`src/rtl/abs_pkg.sv`:
```
// ----------------------------------------------------------------------------
// abs_pkg: shared types and constants of the adaptive bitrate selector
// Configuration record, compare-unit flag bundle and register index codes.
// ----------------------------------------------------------------------------
package abs_pkg;

    localparam int DATA_W    = 32;
    localparam int CFG_IDX_W = 3;
    localparam int OUT_IDX_W = 4;

    // configuration register indexes
    localparam logic [CFG_IDX_W-1:0] REG_RATE_MIN      = 3'd0;
    localparam logic [CFG_IDX_W-1:0] REG_RATE_MAX      = 3'd1;
    localparam logic [CFG_IDX_W-1:0] REG_TABLE_SIZE    = 3'd2;
    localparam logic [CFG_IDX_W-1:0] REG_LOW_BUFFER    = 3'd3;
    localparam logic [CFG_IDX_W-1:0] REG_NORMAL_BUFFER = 3'd4;
    localparam logic [CFG_IDX_W-1:0] REG_SWITCH_HOLD   = 3'd5;
    localparam logic [CFG_IDX_W-1:0] REG_RAMPUP        = 3'd6;
    localparam logic [CFG_IDX_W-1:0] REG_START_SECONDS = 3'd7;

    // register reset values
    localparam logic [30:0] RST_RATE_MIN      = 31'd0;
    localparam logic [30:0] RST_RATE_MAX      = 31'h7FFF_FFFF;
    localparam logic [4:0]  RST_TABLE_SIZE    = 5'd16;
    localparam logic [19:0] RST_LOW_BUFFER    = 20'd5000;
    localparam logic [19:0] RST_NORMAL_BUFFER = 20'd20000;
    localparam logic [15:0] RST_SWITCH_HOLD   = 16'd15;
    localparam logic [15:0] RST_RAMPUP        = 16'd20;
    localparam logic [31:0] RST_START_SECONDS = 32'd0;

    typedef struct packed {
        logic [30:0] rate_min;
        logic [30:0] rate_max;
        logic [4:0]  table_size;
        logic [19:0] low_buffer_ms;
        logic [19:0] normal_buffer_ms;
        logic [15:0] switch_up_hold_s;
        logic [15:0] rampup_s;
        logic [31:0] start_seconds;
    } cfg_t;

    // per-entry compare results
    typedef struct packed {
        logic fit;      // 5*entry <= 4*throughput
        logic gt_min;   // entry >  rate_min
        logic lt_min;   // entry <  rate_min
        logic lt_max;   // entry <  rate_max
        logic gt_max;   // entry >  rate_max
        logic eq_rate;  // entry == current bitrate
    } cmp_flags_t;

endpackage

```
`src/rtl/abs_table.sv`:
```
// ----------------------------------------------------------------------------
// abs_table: bitrate table storage
// Single write port, one registered read port.
// ----------------------------------------------------------------------------
module abs_table #(
    parameter int DEPTH = 16,
    localparam int IDXW = $clog2(DEPTH)
) (
    input  logic                        clk,
    input  logic                        wr_en,
    input  logic [IDXW-1:0]             wr_addr,
    input  logic [abs_pkg::DATA_W-1:0]  wr_data,
    input  logic [IDXW-1:0]             rd_addr,
    output logic [abs_pkg::DATA_W-1:0]  rd_data
);

    logic [abs_pkg::DATA_W-1:0] mem [DEPTH];
    logic [abs_pkg::DATA_W-1:0] rd_data_reg;

    always_ff @(posedge clk)
    begin
        if (wr_en)
        begin
            mem[wr_addr] <= wr_data;
        end
    end

    always_ff @(posedge clk)
    begin
        rd_data_reg <= mem[rd_addr];
    end

    assign rd_data = rd_data_reg;

endmodule

```
`src/rtl/abs_cmp.sv`:
```
// ----------------------------------------------------------------------------
// abs_cmp: shared entry compare unit
// Tests one table entry against throughput, rate window and current rate.
// ----------------------------------------------------------------------------
module abs_cmp (
    input  logic [abs_pkg::DATA_W-1:0] entry,
    input  logic [abs_pkg::DATA_W-1:0] tp,
    input  logic [abs_pkg::DATA_W-1:0] rate,
    input  abs_pkg::cfg_t              cfg,
    output abs_pkg::cmp_flags_t        flags
);

    logic [34:0] five_b;
    logic [34:0] four_t;
    logic [31:0] min_ext;
    logic [31:0] max_ext;

    // 0.8 slack done exactly: 5*b <= 4*t
    assign five_b  = {1'b0, entry, 2'b00} + {3'b000, entry};
    assign four_t  = {1'b0, tp, 2'b00};
    assign min_ext = {1'b0, cfg.rate_min};
    assign max_ext = {1'b0, cfg.rate_max};

    always_comb
    begin
        flags.fit     = (five_b <= four_t);
        flags.gt_min  = (entry > min_ext);
        flags.lt_min  = (entry < min_ext);
        flags.lt_max  = (entry < max_ext);
        flags.gt_max  = (entry > max_ext);
        flags.eq_rate = (entry == rate);
    end

endmodule

```
`src/rtl/abs_seq.sv`:
```
// ----------------------------------------------------------------------------
// abs_seq: decision sequencer
// Walks the table one entry per cycle through the shared compare unit and
// runs the buffer-band rules; also owns the hold timer and result registers.
// ----------------------------------------------------------------------------
module abs_seq #(
    parameter int TABLE_DEPTH = 16,
    localparam int IDXW = $clog2(TABLE_DEPTH)
) (
    input  logic                        clk,
    input  logic                        rst_n,
    input  logic                        start,
    output logic                        busy,
    output logic                        done,
    input  logic                        mode,
    input  logic [3:0]                  entry_index,
    input  logic [31:0]                 entry_bitrate,
    input  logic [31:0]                 last_throughput,
    input  logic [31:0]                 avg_throughput,
    input  logic [19:0]                 buffer_ms,
    input  logic [31:0]                 current_bitrate,
    input  logic [31:0]                 now_seconds,
    input  abs_pkg::cfg_t               cfg,
    output logic                        tbl_wr_en,
    output logic [IDXW-1:0]             tbl_wr_addr,
    output logic [abs_pkg::DATA_W-1:0]  tbl_wr_data,
    output logic [IDXW-1:0]             tbl_rd_addr,
    output logic [abs_pkg::DATA_W-1:0]  cmp_tp,
    output logic [abs_pkg::DATA_W-1:0]  cmp_rate,
    input  abs_pkg::cmp_flags_t         flags,
    output logic [IDXW-1:0]             res_index,
    output logic                        res_error,
    output logic                        res_up
);

    typedef enum logic [4:0] {
        ST_IDLE = 5'b00001,
        ST_SCAN = 5'b00010,
        ST_UP   = 5'b00100,
        ST_DOWN = 5'b01000,
        ST_DONE = 5'b10000
    } state_t;

    typedef enum logic [1:0] {
        PH_LOW      = 2'd0,
        PH_IDX      = 2'd1,
        PH_FIT_AVG  = 2'd2,
        PH_FIT_LAST = 2'd3
    } phase_t;

    localparam logic [IDXW-1:0] IDX_ZERO = '0;
    localparam logic [IDXW-1:0] IDX_ONE  = IDXW'(1);

    state_t          state_reg, state_next;
    phase_t          phase_reg, phase_next;
    logic [IDXW-1:0] addr_reg, addr_next;
    logic [IDXW-1:0] cur_reg, cur_next;
    logic [IDXW-1:0] cand_reg, cand_next;
    logic [IDXW-1:0] res_reg, res_next;
    logic            err_reg, err_next;
    logic            up_reg, up_next;
    logic            high_reg, high_next;
    logic            prev_lt_max_reg, prev_lt_max_next;
    logic            time_ok_reg;
    logic [31:0]     last_inc_reg, last_inc_next;
    logic [31:0]     tp_last_reg, tp_last_next;
    logic [31:0]     tp_avg_reg, tp_avg_next;
    logic [31:0]     cur_rate_reg, cur_rate_next;
    logic [31:0]     now_reg, now_next;

    logic [IDXW-1:0] last_idx;
    logic            hit;
    logic [IDXW-1:0] fit_found;
    logic [32:0]     since_diff;
    logic [32:0]     play_diff;
    logic            hold_ok;
    logic            ramp_ok;

    // effective last index: size 0 acts as 1, oversize clamps to depth
    always_comb
    begin
        if (cfg.table_size == 5'd0)
        begin
            last_idx = IDX_ZERO;
        end
        else if (32'(cfg.table_size) > TABLE_DEPTH)
        begin
            last_idx = IDXW'(TABLE_DEPTH - 1);
        end
        else
        begin
            last_idx = IDXW'(cfg.table_size - 5'd1);
        end
    end

    assign hit       = flags.fit && flags.gt_min && flags.lt_max;
    assign fit_found = hit ? addr_reg : IDX_ZERO;

    // signed time differences, 33 bits
    assign since_diff = {1'b0, now_reg} - {1'b0, last_inc_reg};
    assign play_diff  = {1'b0, now_reg} - {1'b0, cfg.start_seconds};
    assign hold_ok    = !since_diff[32] && (since_diff[31:0] >= {16'd0, cfg.switch_up_hold_s});
    assign ramp_ok    = play_diff[32] || (play_diff[31:0] < {16'd0, cfg.rampup_s});

    assign cmp_tp   = (phase_reg == PH_FIT_AVG) ? tp_avg_reg : tp_last_reg;
    assign cmp_rate = cur_rate_reg;

    assign tbl_wr_addr = IDXW'(entry_index);
    assign tbl_wr_data = entry_bitrate;
    assign tbl_rd_addr = addr_next;

    always_comb
    begin
        state_next       = state_reg;
        phase_next       = phase_reg;
        addr_next        = addr_reg;
        cur_next         = cur_reg;
        cand_next        = cand_reg;
        res_next         = res_reg;
        err_next         = err_reg;
        up_next          = up_reg;
        high_next        = high_reg;
        prev_lt_max_next = prev_lt_max_reg;
        last_inc_next    = last_inc_reg;
        tp_last_next     = tp_last_reg;
        tp_avg_next      = tp_avg_reg;
        cur_rate_next    = cur_rate_reg;
        now_next         = now_reg;
        tbl_wr_en        = 1'b0;

        case (state_reg)
            ST_IDLE:
            begin
                if (start)
                begin
                    res_next = IDX_ZERO;
                    err_next = 1'b0;
                    up_next  = 1'b0;
                    if (!mode)
                    begin
                        tbl_wr_en  = (32'(entry_index) < TABLE_DEPTH);
                        state_next = ST_DONE;
                    end
                    else
                    begin
                        tp_last_next  = last_throughput;
                        tp_avg_next   = avg_throughput;
                        cur_rate_next = current_bitrate;
                        now_next      = now_seconds;
                        high_next     = (buffer_ms >= cfg.normal_buffer_ms);
                        if (cfg.rate_min > cfg.rate_max)
                        begin
                            err_next   = 1'b1;
                            state_next = ST_DONE;
                        end
                        // panic band only below both marks; the high band wins
                        else if ((last_throughput == 32'd0) ||
                                 ((buffer_ms < cfg.low_buffer_ms) &&
                                  (buffer_ms < cfg.normal_buffer_ms)))
                        begin
                            phase_next = PH_LOW;
                            addr_next  = last_idx;
                            state_next = ST_SCAN;
                        end
                        else
                        begin
                            phase_next = PH_IDX;
                            addr_next  = last_idx;
                            state_next = ST_SCAN;
                        end
                    end
                end
            end

            ST_SCAN:
            begin
                case (phase_reg)
                    PH_IDX:
                    begin
                        if (flags.eq_rate || (addr_reg == IDX_ZERO))
                        begin
                            cur_next   = flags.eq_rate ? addr_reg : IDX_ZERO;
                            phase_next = high_reg ? PH_FIT_AVG : PH_FIT_LAST;
                            addr_next  = last_idx;
                        end
                        else
                        begin
                            addr_next = addr_reg - IDX_ONE;
                        end
                    end

                    PH_FIT_AVG:
                    begin
                        if (hit || (addr_reg == IDX_ZERO))
                        begin
                            if (fit_found > cur_reg)
                            begin
                                phase_next = PH_FIT_LAST;
                                addr_next  = last_idx;
                            end
                            else
                            begin
                                res_next   = cur_reg;
                                state_next = ST_DONE;
                            end
                        end
                        else
                        begin
                            addr_next = addr_reg - IDX_ONE;
                        end
                    end

                    PH_FIT_LAST:
                    begin
                        if (hit || (addr_reg == IDX_ZERO))
                        begin
                            cand_next = fit_found;
                            if ((fit_found > cur_reg) && (!high_reg || time_ok_reg))
                            begin
                                addr_next  = cur_reg + IDX_ONE;
                                state_next = ST_UP;
                            end
                            else if ((fit_found < cur_reg) && !high_reg)
                            begin
                                addr_next  = cur_reg - IDX_ONE;
                                state_next = ST_DOWN;
                            end
                            else
                            begin
                                res_next   = cur_reg;
                                state_next = ST_DONE;
                            end
                        end
                        else
                        begin
                            addr_next = addr_reg - IDX_ONE;
                        end
                    end

                    PH_LOW:
                    begin
                        // pair (addr+1, addr): upper below max, lower below min
                        prev_lt_max_next = flags.lt_max;
                        if ((addr_reg != last_idx) && prev_lt_max_reg && flags.lt_min)
                        begin
                            res_next   = addr_reg + IDX_ONE;
                            state_next = ST_DONE;
                        end
                        else if (addr_reg == IDX_ZERO)
                        begin
                            res_next   = IDX_ZERO;
                            state_next = ST_DONE;
                        end
                        else
                        begin
                            addr_next = addr_reg - IDX_ONE;
                        end
                    end

                    default:
                    begin
                        state_next = ST_IDLE;
                    end
                endcase
            end

            ST_UP:
            begin
                // entry above current one
                if (flags.gt_max)
                begin
                    res_next = cur_reg;
                end
                else if (flags.lt_min)
                begin
                    res_next = cand_reg;
                end
                else
                begin
                    res_next      = cur_reg + IDX_ONE;
                    up_next       = 1'b1;
                    last_inc_next = now_reg;
                end
                state_next = ST_DONE;
            end

            ST_DOWN:
            begin
                res_next   = flags.lt_min ? cur_reg : (cur_reg - IDX_ONE);
                state_next = ST_DONE;
            end

            ST_DONE:
            begin
                state_next = ST_IDLE;
            end

            default:
            begin
                state_next = ST_IDLE;
            end
        endcase
    end

    always_ff @(posedge clk or negedge rst_n)
    begin
        if (!rst_n)
        begin
            state_reg       <= ST_IDLE;
            phase_reg       <= PH_LOW;
            err_reg         <= 1'b0;
            up_reg          <= 1'b0;
            res_reg         <= IDX_ZERO;
            last_inc_reg    <= 32'd0;
            time_ok_reg     <= 1'b0;
        end
        else
        begin
            state_reg       <= state_next;
            phase_reg       <= phase_next;
            err_reg         <= err_next;
            up_reg          <= up_next;
            res_reg         <= res_next;
            last_inc_reg    <= last_inc_next;
            time_ok_reg     <= hold_ok || ramp_ok;
        end
    end

    always_ff @(posedge clk)
    begin
        addr_reg        <= addr_next;
        cur_reg         <= cur_next;
        cand_reg        <= cand_next;
        high_reg        <= high_next;
        prev_lt_max_reg <= prev_lt_max_next;
        tp_last_reg     <= tp_last_next;
        tp_avg_reg      <= tp_avg_next;
        cur_rate_reg    <= cur_rate_next;
        now_reg         <= now_next;
    end

    assign busy      = (state_reg != ST_IDLE);
    assign done      = (state_reg == ST_DONE);
    assign res_index = res_reg;
    assign res_error = err_reg;
    assign res_up    = up_reg;

    a_accept_busy: assert property (@(posedge clk) disable iff (!rst_n)
        (start && !busy) |=> busy)
        else $error("accepted item did not make the block busy");

    a_done_idle: assert property (@(posedge clk) disable iff (!rst_n)
        done |=> !busy)
        else $error("block still busy after result");

    a_err_clean: assert property (@(posedge clk) disable iff (!rst_n)
        (done && err_reg) |-> (!up_reg && (res_reg == IDX_ZERO)))
        else $error("range error result carries index or step-up");

    a_up_timer: assert property (@(posedge clk) disable iff (!rst_n)
        (done && up_reg) |-> (last_inc_reg == now_reg))
        else $error("step-up without hold timer restart");

endmodule

```
`src/rtl/adaptive_bitrate_selector.sv`:
```
// ----------------------------------------------------------------------------
// adaptive_bitrate_selector: next-bitrate chooser over an ascending rate table
// Timing: a load item shows its result in the cycle after acceptance; a decision
//   item walks one table entry per cycle through the single compare unit, over
//   the table entries in use, three scans worst case.
// Throughput: one item at a time, loads and decisions alike; busy stays high
//   until the result strobe has gone out.
// Reset (rst_n low, async): sequencer idle, hold timer zero, config registers
//   at defaults; table contents undefined until loaded. Results cannot stall.
// ----------------------------------------------------------------------------
module adaptive_bitrate_selector #(
    parameter int TABLE_DEPTH = 16
) (
    input  logic                            clk,
    input  logic                            rst_n,
    // item handshake
    input  logic                            start,
    output logic                            busy,
    output logic                            done,
    // input item
    input  logic                            mode,
    input  logic [3:0]                      entry_index,
    input  logic [31:0]                     entry_bitrate,
    input  logic [31:0]                     last_throughput,
    input  logic [31:0]                     avg_throughput,
    input  logic [19:0]                     buffer_ms,
    input  logic [31:0]                     current_bitrate,
    input  logic [31:0]                     now_seconds,
    // result item
    output logic [3:0]                      new_index,
    output logic                            range_error,
    output logic                            stepped_up,
    // configuration write port
    input  logic                            cfg_wr_en,
    input  logic [abs_pkg::CFG_IDX_W-1:0]   cfg_index,
    input  logic [abs_pkg::DATA_W-1:0]      cfg_wdata
);

    localparam int IDXW = $clog2(TABLE_DEPTH);

    abs_pkg::cfg_t              cfg_reg;
    abs_pkg::cmp_flags_t        flags;

    logic                       tbl_wr_en;
    logic [IDXW-1:0]            tbl_wr_addr;
    logic [abs_pkg::DATA_W-1:0] tbl_wr_data;
    logic [IDXW-1:0]            tbl_rd_addr;
    logic [abs_pkg::DATA_W-1:0] tbl_rd_data;
    logic [abs_pkg::DATA_W-1:0] cmp_tp;
    logic [abs_pkg::DATA_W-1:0] cmp_rate;
    logic [IDXW-1:0]            res_index;

    // Configuration registers. The user must write them only while idle, so no shadowing; not enforced here.
    always_ff @(posedge clk or negedge rst_n)
    begin
        if (!rst_n)
        begin
            cfg_reg.rate_min         <= abs_pkg::RST_RATE_MIN;
            cfg_reg.rate_max         <= abs_pkg::RST_RATE_MAX;
            cfg_reg.table_size       <= abs_pkg::RST_TABLE_SIZE;
            cfg_reg.low_buffer_ms    <= abs_pkg::RST_LOW_BUFFER;
            cfg_reg.normal_buffer_ms <= abs_pkg::RST_NORMAL_BUFFER;
            cfg_reg.switch_up_hold_s <= abs_pkg::RST_SWITCH_HOLD;
            cfg_reg.rampup_s         <= abs_pkg::RST_RAMPUP;
            cfg_reg.start_seconds    <= abs_pkg::RST_START_SECONDS;
        end
        else if (cfg_wr_en)
        begin
            case (cfg_index)
                abs_pkg::REG_RATE_MIN:      cfg_reg.rate_min         <= cfg_wdata[30:0];
                abs_pkg::REG_RATE_MAX:      cfg_reg.rate_max         <= cfg_wdata[30:0];
                abs_pkg::REG_TABLE_SIZE:    cfg_reg.table_size       <= cfg_wdata[4:0];
                abs_pkg::REG_LOW_BUFFER:    cfg_reg.low_buffer_ms    <= cfg_wdata[19:0];
                abs_pkg::REG_NORMAL_BUFFER: cfg_reg.normal_buffer_ms <= cfg_wdata[19:0];
                abs_pkg::REG_SWITCH_HOLD:   cfg_reg.switch_up_hold_s <= cfg_wdata[15:0];
                abs_pkg::REG_RAMPUP:        cfg_reg.rampup_s         <= cfg_wdata[15:0];
                abs_pkg::REG_START_SECONDS: cfg_reg.start_seconds    <= cfg_wdata;
                default:                    cfg_reg.start_seconds    <= cfg_reg.start_seconds;
            endcase
        end
    end

    // Table: write on load items, read address driven ahead by the sequencer
    // so the entry under test is ready the next cycle.
    abs_table #(
        .DEPTH (TABLE_DEPTH)
    ) u_table (
        .clk     (clk),
        .wr_en   (tbl_wr_en),
        .wr_addr (tbl_wr_addr),
        .wr_data (tbl_wr_data),
        .rd_addr (tbl_rd_addr),
        .rd_data (tbl_rd_data)
    );

    // One compare unit shared by every scan and single-entry check.
    abs_cmp u_cmp (
        .entry (tbl_rd_data),
        .tp    (cmp_tp),
        .rate  (cmp_rate),
        .cfg   (cfg_reg),
        .flags (flags)
    );

    // Sequencer: index lookup, throughput fits, lowest-in-window and the
    // one-step up/down checks, plus the hold timer.
    abs_seq #(
        .TABLE_DEPTH (TABLE_DEPTH)
    ) u_seq (
        .clk             (clk),
        .rst_n           (rst_n),
        .start           (start),
        .busy            (busy),
        .done            (done),
        .mode            (mode),
        .entry_index     (entry_index),
        .entry_bitrate   (entry_bitrate),
        .last_throughput (last_throughput),
        .avg_throughput  (avg_throughput),
        .buffer_ms       (buffer_ms),
        .current_bitrate (current_bitrate),
        .now_seconds     (now_seconds),
        .cfg             (cfg_reg),
        .tbl_wr_en       (tbl_wr_en),
        .tbl_wr_addr     (tbl_wr_addr),
        .tbl_wr_data     (tbl_wr_data),
        .tbl_rd_addr     (tbl_rd_addr),
        .cmp_tp          (cmp_tp),
        .cmp_rate        (cmp_rate),
        .flags           (flags),
        .res_index       (res_index),
        .res_error       (range_error),
        .res_up          (stepped_up)
    );

    // result index is reported in four bits
    assign new_index = abs_pkg::OUT_IDX_W'(res_index);

endmodule

```
`config.mk`:
```
export PLATFORM = sky130hd
export DESIGN_NAME = adaptive_bitrate_selector
export DESIGN_NICKNAME = d
export VERILOG_FILES = /design/src/rtl/abs_pkg.sv /design/src/rtl/abs_table.sv /design/src/rtl/abs_cmp.sv /design/src/rtl/abs_seq.sv /design/src/rtl/adaptive_bitrate_selector.sv
export SDC_FILE = /design/constraint.sdc
export NUM_CORES = 2
export LEC_CHECK = 0
export BUFFER_PORTS_ARGS = -buffer_cell sky130_fd_sc_hd__buf_2
export CORE_ASPECT_RATIO = 0.5
export CORE_UTILIZATION = 55
export DETAILED_ROUTE_END_ITERATION = 12
export PLACE_DENSITY = 0.83
export REMOVE_ABC_BUFFERS = 1
export SLEW_MARGIN = 5
export SYNTH_ARGS = -nofsm -noshare
export SYNTH_HDL_FRONTEND = slang
export SYNTH_SLANG_ARGS = --single-unit
```
`constraint.sdc`:
```
create_clock -name clk -period 13.25 [get_ports clk]
set_input_delay 1.325 -clock clk [delete_from_list [all_inputs] [get_ports clk]]
set_output_delay 1.325 -clock clk [all_outputs]
set_load 0.01 [all_outputs]
```
Word level (Yosys, flattened, before mapping) --
Memory sizes are Yosys's and may differ from the RTL's. A register that Yosys moved wholly into a read port is not among the register bits. Index checks and enable logic that the tools add are counted.
Storage, ports and cells: memory bits (read-only) 0, memories 1, output and inout bits 8, register bits after elaboration 359, bits of input ports 224, logic and storage cells 188, RAM bits 512, bits in latches 0
Operators by class: $lt $le $gt $ge 14, reduce and logical (&&, ||, !) cells 43, divide/modulo/power cells 0, shift operators 0, mux-type cells 63, $mul 0, $add $sub $neg 8, eq/ne operators 33, bitwise gates (word level) 2
Memory list:
- u_table.mem | depth 16, bits a word 32, rd ports 1, clocked after Yosys merged registers in 1, wr ports 1, RTL line abs_table.sv:17 | logic [abs_pkg::DATA_W-1:0] mem [DEPTH];
Operators with widths (count):
- 4-bit two-way mux | 25
- 32-bit by 32-bit subtractor with 33-bit output | 2
- 32-bit by 31-bit greater-than comparator with 1-bit output | 2
- 32-bit by 31-bit less-than comparator with 1-bit output | 2
- 5-bit two-way mux | 10
- 20-bit less-than comparator | 2
- 34-bit by 32-bit adder with 35-bit output | 1
- 35-bit by 34-bit <= comparator with 1-bit output | 1
- 32-bit == test | 1
- 32-bit by 16-bit >= comparator with 1-bit output | 1
- 32-bit zero test | 1
- 32-bit by 16-bit less-than comparator with 1-bit output | 1
- 32-bit two-way mux | 1
- 4-bit one-hot mux with 4 select lines | 2
- 31-bit greater-than comparator | 1
- 5-bit one-hot mux with 3 select lines | 2
- 20-bit >= comparator | 1
- 2-bit AND reduction | 10
- 3-bit inequality test (second input constant) | 5
- 3-bit == test (second input constant) | 4
- 1-bit two-way mux | 12
- 2-bit two-way mux | 6
- 4-bit one-hot mux with 3 select lines | 1
- 3-bit AND reduction | 4
- 37 further kinds | 65

Logic depth before layout (Yosys ltp) --
depth after elaboration 13, depth in mapped cells 37, mapped depth without buffers 34

Cells and area by module --
Synthesis repeated with hierarchy kept, for this count alone.
Second synthesis, totals: cells, all modules 3404, area total of the unflattened synthesis 45299.7 um^2
Modules (own cells, without submodules):
- abs_table | area an instance 19835.3 um^2, times used 1, cells each 838, sequential area each 16015.4 um^2
- abs_seq | area an instance 14431.3 um^2, times used 1, cells each 1612, sequential area each 5376.4 um^2
- adaptive_bitrate_selector | area an instance 6671.4 um^2, times used 1, cells each 368, sequential area each 4339.2 um^2
- abs_cmp | area an instance 4361.7 um^2, times used 1, cells each 586, sequential area each 0.0 um^2

Worst setup path before layout --
No wires, ideal clock.
path kind register to register, start register u_table.rd_data_reg, in the netlist u_table.rd_data[2] (read register of u_table.mem), end register u_table.rd_data_reg, in the netlist u_table.rd_data[18] (read register of u_table.mem), cell stages (with the launch flop) 37, library setup time 64 ps, path buffers 3, clock period less this slack 7407 ps, data required time 13186 ps, arrival 7342 ps, setup slack 5843 ps, cells stage by stage dfxtp_1 ha_1 fa_1 a21o_1 a211oi_1 o21ai_0 a21o_1 a21bo_2 a21o_1 o211ai_1 a21oi_1 a41oi_1 nor2b_1 xnor2_1 ha_1 nand2_1 nor3_1 nand4_1 a22oi_1 a21boi_2 nand2_2 nor2_1 ha_1 nor2b_1 o211a_1 or3_1 clkbuf_1 o221a_2 o21ai_1 o311ai_0 a32oi_1 o2111ai_1 a31o_2 buf_2 clkbuf_1 a2111o_1 nand4_1
On the way: cells in the longest elaborated chain, start to end 12, elaborated cells on any way between the ends 25, those cells by class add/sub: 1; order compare: 6; eq/ne: 1; mux: 10; reduce/logical: 7
RTL lines:
- start: declaration | RTL line abs_table.sv:18 | logic [abs_pkg::DATA_W-1:0] rd_data_reg;
- 34-bit by 32-bit adder with 35-bit output | RTL line abs_cmp.sv:19 | assign five_b = {1'b0, entry, 2'b00} + {3'b000, entry};
- 35-bit by 34-bit <= comparator with 1-bit output | RTL line abs_cmp.sv:26 | flags.fit = (five_b <= four_t);
- 1-bit logical AND | RTL line abs_seq.sv:96 | assign hit = flags.fit && flags.gt_min && flags.lt_max;
- 1-bit logical AND * | RTL line abs_seq.sv:96
- 4-bit two-way mux * | RTL line abs_seq.sv:97 | assign fit_found = hit ? addr_reg : IDX_ZERO;
- net u_seq.fit_found[1] | RTL line abs_seq.sv:73 | logic [IDXW-1:0] fit_found;
- 4-bit less-than comparator | RTL line abs_seq.sv:223 | else if ((fit_found < cur_reg) && !high_reg)
- 1-bit logical AND | RTL line abs_seq.sv:223
- 4-bit two-way mux | RTL line abs_seq.sv:223
- 4-bit two-way mux | RTL line abs_seq.sv:218 | if ((fit_found > cur_reg) && (!high_reg || time_ok_reg))
- 4-bit two-way mux | RTL line abs_seq.sv:215 | if (hit || (addr_reg == IDX_ZERO))
- 4-bit one-hot mux with 4 select lines * | RTL line abs_seq.sv:177 | case (phase_reg)
- 4-bit one-hot mux with 2 select lines * | RTL line abs_seq.sv:131 | case (state_reg)
Mark *: on every way through the listed nets, which the timed path passes. The rest lies on a longest branch. A chain may end at the register's enable or synchronous reset.

Worst setup path in the final report --
start register u_table.rd_data_reg, in the netlist u_table.rd_data[1] (read register of u_table.mem), end register u_table.rd_data_reg, in the netlist u_table.rd_data[18] (read register of u_table.mem)
Same word-level chain as after synthesis.

==> Flow_metrics.wiki <==
{| class="wikitable"
! Metric !! Value
|-
| Floorplan core area || 81800 sq um
|-
| Number of different library cells in the post-synthesis netlist || between 90 and 100
|-
| Vias per cell || 6.35
|-
| Synthesized area per cell || around 12 sq um
|-
| Most common cell type on the critical path || sky130_fd_sc_hd__ha_1
|-
| Detailed Routing Iterations Pass 1 || 6
|-
| Startpoint Class || flip-flop
|-
| Pin count of the biggest net entering global routing || 148
|-
| Routability cong. || 0.999
|-
| Fraction of layout cells with a size suffix above 1 || 0.179
|-
| Placed Cells || 4907
|-
| Commonest non-fill, non-tap cell in the layout || sky130_fd_sc_hd__edfxtp_1
|-
| Cell with the biggest individual delay on the critical path || sky130_fd_sc_hd__clkinv_2
|-
| Least-Margin Pin Slew || about 1.2 ns
|-
| Initial core utilization || 0.558
|-
| I/O Buffers || 231
|-
| Final TNS setup || 0 ns
|-
| Sequential area share after synthesis || 0.564
|-
| TritonCTS Buffers || 81
|-
| Number of max-slew violations in the final report || 0
|-
| Total die area || approximately 84000 sq um
|-
| Max-cap viol count || 0
|-
| Number of cells upsized or downsized after cts || 0
|-
| Clock buffer depth || 3
|-
| Die extent in y || approximately 200 um
|-
| Commonest non-fill, non-tap cells in the layout || sky130_fd_sc_hd__edfxtp_1, sky130_fd_sc_hd__inv_1, sky130_fd_sc_hd__ha_1
|-
| VDD IR-drop max || 302 uV
|-
| Die extent in x || between 400 and 500 um
|-
| Setup Skew || between 0.03 and 0.04 ns
|-
| First-pass GRT wire length || 183 mm
|-
| Data required, critical path || 13.86 ns
|-
| CTS Root Buffer Type || sky130_fd_sc_hd__clkbuf_16
|-
| Fraction of the cycle the final worst path needs || 0.807
|-
| Post-CTS setup buffers || 0
|-
| Max reg flops || around 510
|-
| Power density relative to cell area || 215 nW/um^2
|-
| CTS clock-pin slew for the worst setup and hold paths || 0.07 ns
|-
| Type of the most critical hold path || reg2reg
|-
| Outcome || finished, final reports clean
|-
| Skew-Pair Late Insertion Delay || 0.69 ns
|-
| Worst Path Arrival || 11.30 ns
|-
| Count of pins on the block boundary || roughly 230
|-
| Achievable frequency || 0.0935 GHz
|-
| Number of antenna violations at the first check in global routing || 9
|-
| Via count of the first global-routing pass || 31.8k
|-
| Antenna Violating Nets Remaining || 0
|-
| Predominant post-synthesis flop cell || sky130_fd_sc_hd__edfxtp_1
|-
| Synth-to-layout area growth || 11.2%
|-
| Power, Total || 0.0109 W
|-
| Yosys warning count || 0
|-
| Instance count of the mapped netlist || 3694
|-
| Leak pwr || 19.5 nW
|-
| Fillers || ~6.0k
|-
| Clk sinks || 903
|-
| Global-route usage over all layers || 0.283
|-
| Cts-stage hold buffer count || 0
|-
| Leftover overflow at the end of global routing || 0
|-
| Endpoints failing hold || 0
|-
| Setup violations, final || 0
|-
| Dpl hpwl || 78.0 mm
|-
| Clock tree from TritonCTS || yes
|-
| Async set-reset flop share out of synthesis || 0.240
|-
| Clock H-tree levels || 3
|-
| Register bit total from synthesis || 903
|-
| Crit Path Category || reg2reg
|-
| RSZ-0062 raised after global routing || false
|-
| Detailed-route wire length per cell || 23.8 um
|-
| Max-slew headroom at the worst pin || 0.214
|-
| Kind of end point of the critical path || flip-flop
|-
| Summed instance area of the synthesized netlist || 45600 sq um
|-
| Post-synth EDFFs || 650
|-
| Finished Layout Cells || 5064
|-
| Period minus WS final || 10.70 ns
|-
| Min Hold Slack || 0.490 ns
|-
| Number of nets in the layout || 4413
|-
| Total number of vias || 32.2k
|-
| Number of DRC markers in iteration 0 || roughly 3.3k
|-
| Total length of routed wires || 120 mm
|-
| Number of standard-cell rows in the floorplan || 74
|-
| Slowest Stage Delay on Critical Path || 0.90 ns
|-
| Number of remaining DRC errors || 0
|-
| Largest driver fanout on the critical path || 65
|}
[power breakdown]
group	total [W]	internal, W	switching, W
clock network	0.00243	0.00131	0.00111
logic	0.00487	0.00185	0.00302
registers	0.00363	0.00333	0.000293
total	0.0109	0.00650	0.00442
[worst max-delay path, delay by kind of cell (launching register included)]
family	cells	cell delay, ns
compound gates	17	4.79
xor+xnor	1	0.08
fa+ha+maj	3	0.88
buf+inv	3	2.26
flops	1	0.50
mux	1	0.17
simple gates	9	1.90
[layer usage]
layer	wire [um]	track usage
met5	14	0
met2	57800	0.474
met3	9870	0.0443
met1	46600	0.359
met4	6180	0.143
[Yosys cell counts (all sizes together), types with 11 or more instances]
master | number | area share
inv | 315 | 0.026
o21a | 92 | 0.015
nor2b | 19 | 0.0026
nor4 | 32 | 0.0044
nand2b | 29 | 0.0040
buf | 44 | 0.0061
nand2 | 177 | 0.015
or3 | 16 | 0.0023
o21ai | 255 | 0.028
o211ai | 82 | 0.013
nor3b | 12 | 0.0020
a21o | 60 | 0.0099
dfrtp | 168 | 0.092
and3 | 16 | 0.0022
ha | 298 | 0.082
a21oi | 149 | 0.016
edfxtp | 650 | 0.43
dfstp | 49 | 0.028
nor3 | 42 | 0.0049
clkbuf | 120 | 0.0099
a2111oi | 11 | 0.0025
mux2 | 189 | 0.047
a211oi | 83 | 0.014
mux2i | 105 | 0.023
and4 | 12 | 0.0023
nand4 | 68 | 0.0093
nor2 | 117 | 0.0098
xnor2 | 50 | 0.0096
xor2 | 43 | 0.0083
nand3 | 50 | 0.0055
a2111o | 67 | 0.017
o2111ai | 75 | 0.014
dfxtp | 36 | 0.016
[path summary, 6_finish.rpt]
check,startpoint,end,slack (ns),depth (start not counted)
max,u_table.rd_data[1],u_table.rd_data[18],2.55,34
max reg2reg,u_table.rd_data[1],u_table.rd_data[18],2.55,34
min reg2reg,u_seq.last_inc_reg[0],u_seq.last_inc_reg[0],0.49,2
min,u_seq.last_inc_reg[0],u_seq.last_inc_reg[0],0.49,2
min in group asynchronous,rst_n,cfg_reg[86],0.60,1
max in group asynchronous,rst_n,u_seq.last_inc_reg[17],11.21,2
[area by class of cell]
class,count,area (sq um),area share
Inverter,315,1190,0.0235
Tap cell,1102,1380,0.0272
Timing Repair Buffer,275,1510,0.0297
Sequential cell,903,25700,0.507
Multi-Input combinational cell,2312,18200,0.358
Clock buffer,94,2130,0.0419
Clock inverter,57,624,0.0123
Antenna cell,6,15.0,0.000296
[logic make-up (layout without fill, tap and decap cells)]
kind of cell / after synthesis / in the layout / share of synthesized area
flops: 903 / 903 / 0.564
xor+xnor: 93 / 93 / 0.0179
fa+ha+maj: 303 / 303 / 0.0835
mux: 294 / 294 / 0.0697
other cells: 0 / 6 / 0
simple gates: 633 / 633 / 0.0713
buf+inv: 479 / 741 / 0.0419
compound gates: 989 / 989 / 0.152
[through the flow]
step                setup slack [ns]  cell area (sq um)   util
floorplan                      -2.83              44900      -
global route                    2.12              50700  0.620
global placement                3.26              48000  0.586
CTS                             2.84              50700  0.620
finish                          2.55              50700  0.620
detailed placement              2.96              48000  0.586
No activity file was read; power rests on OpenSTA's default activity.
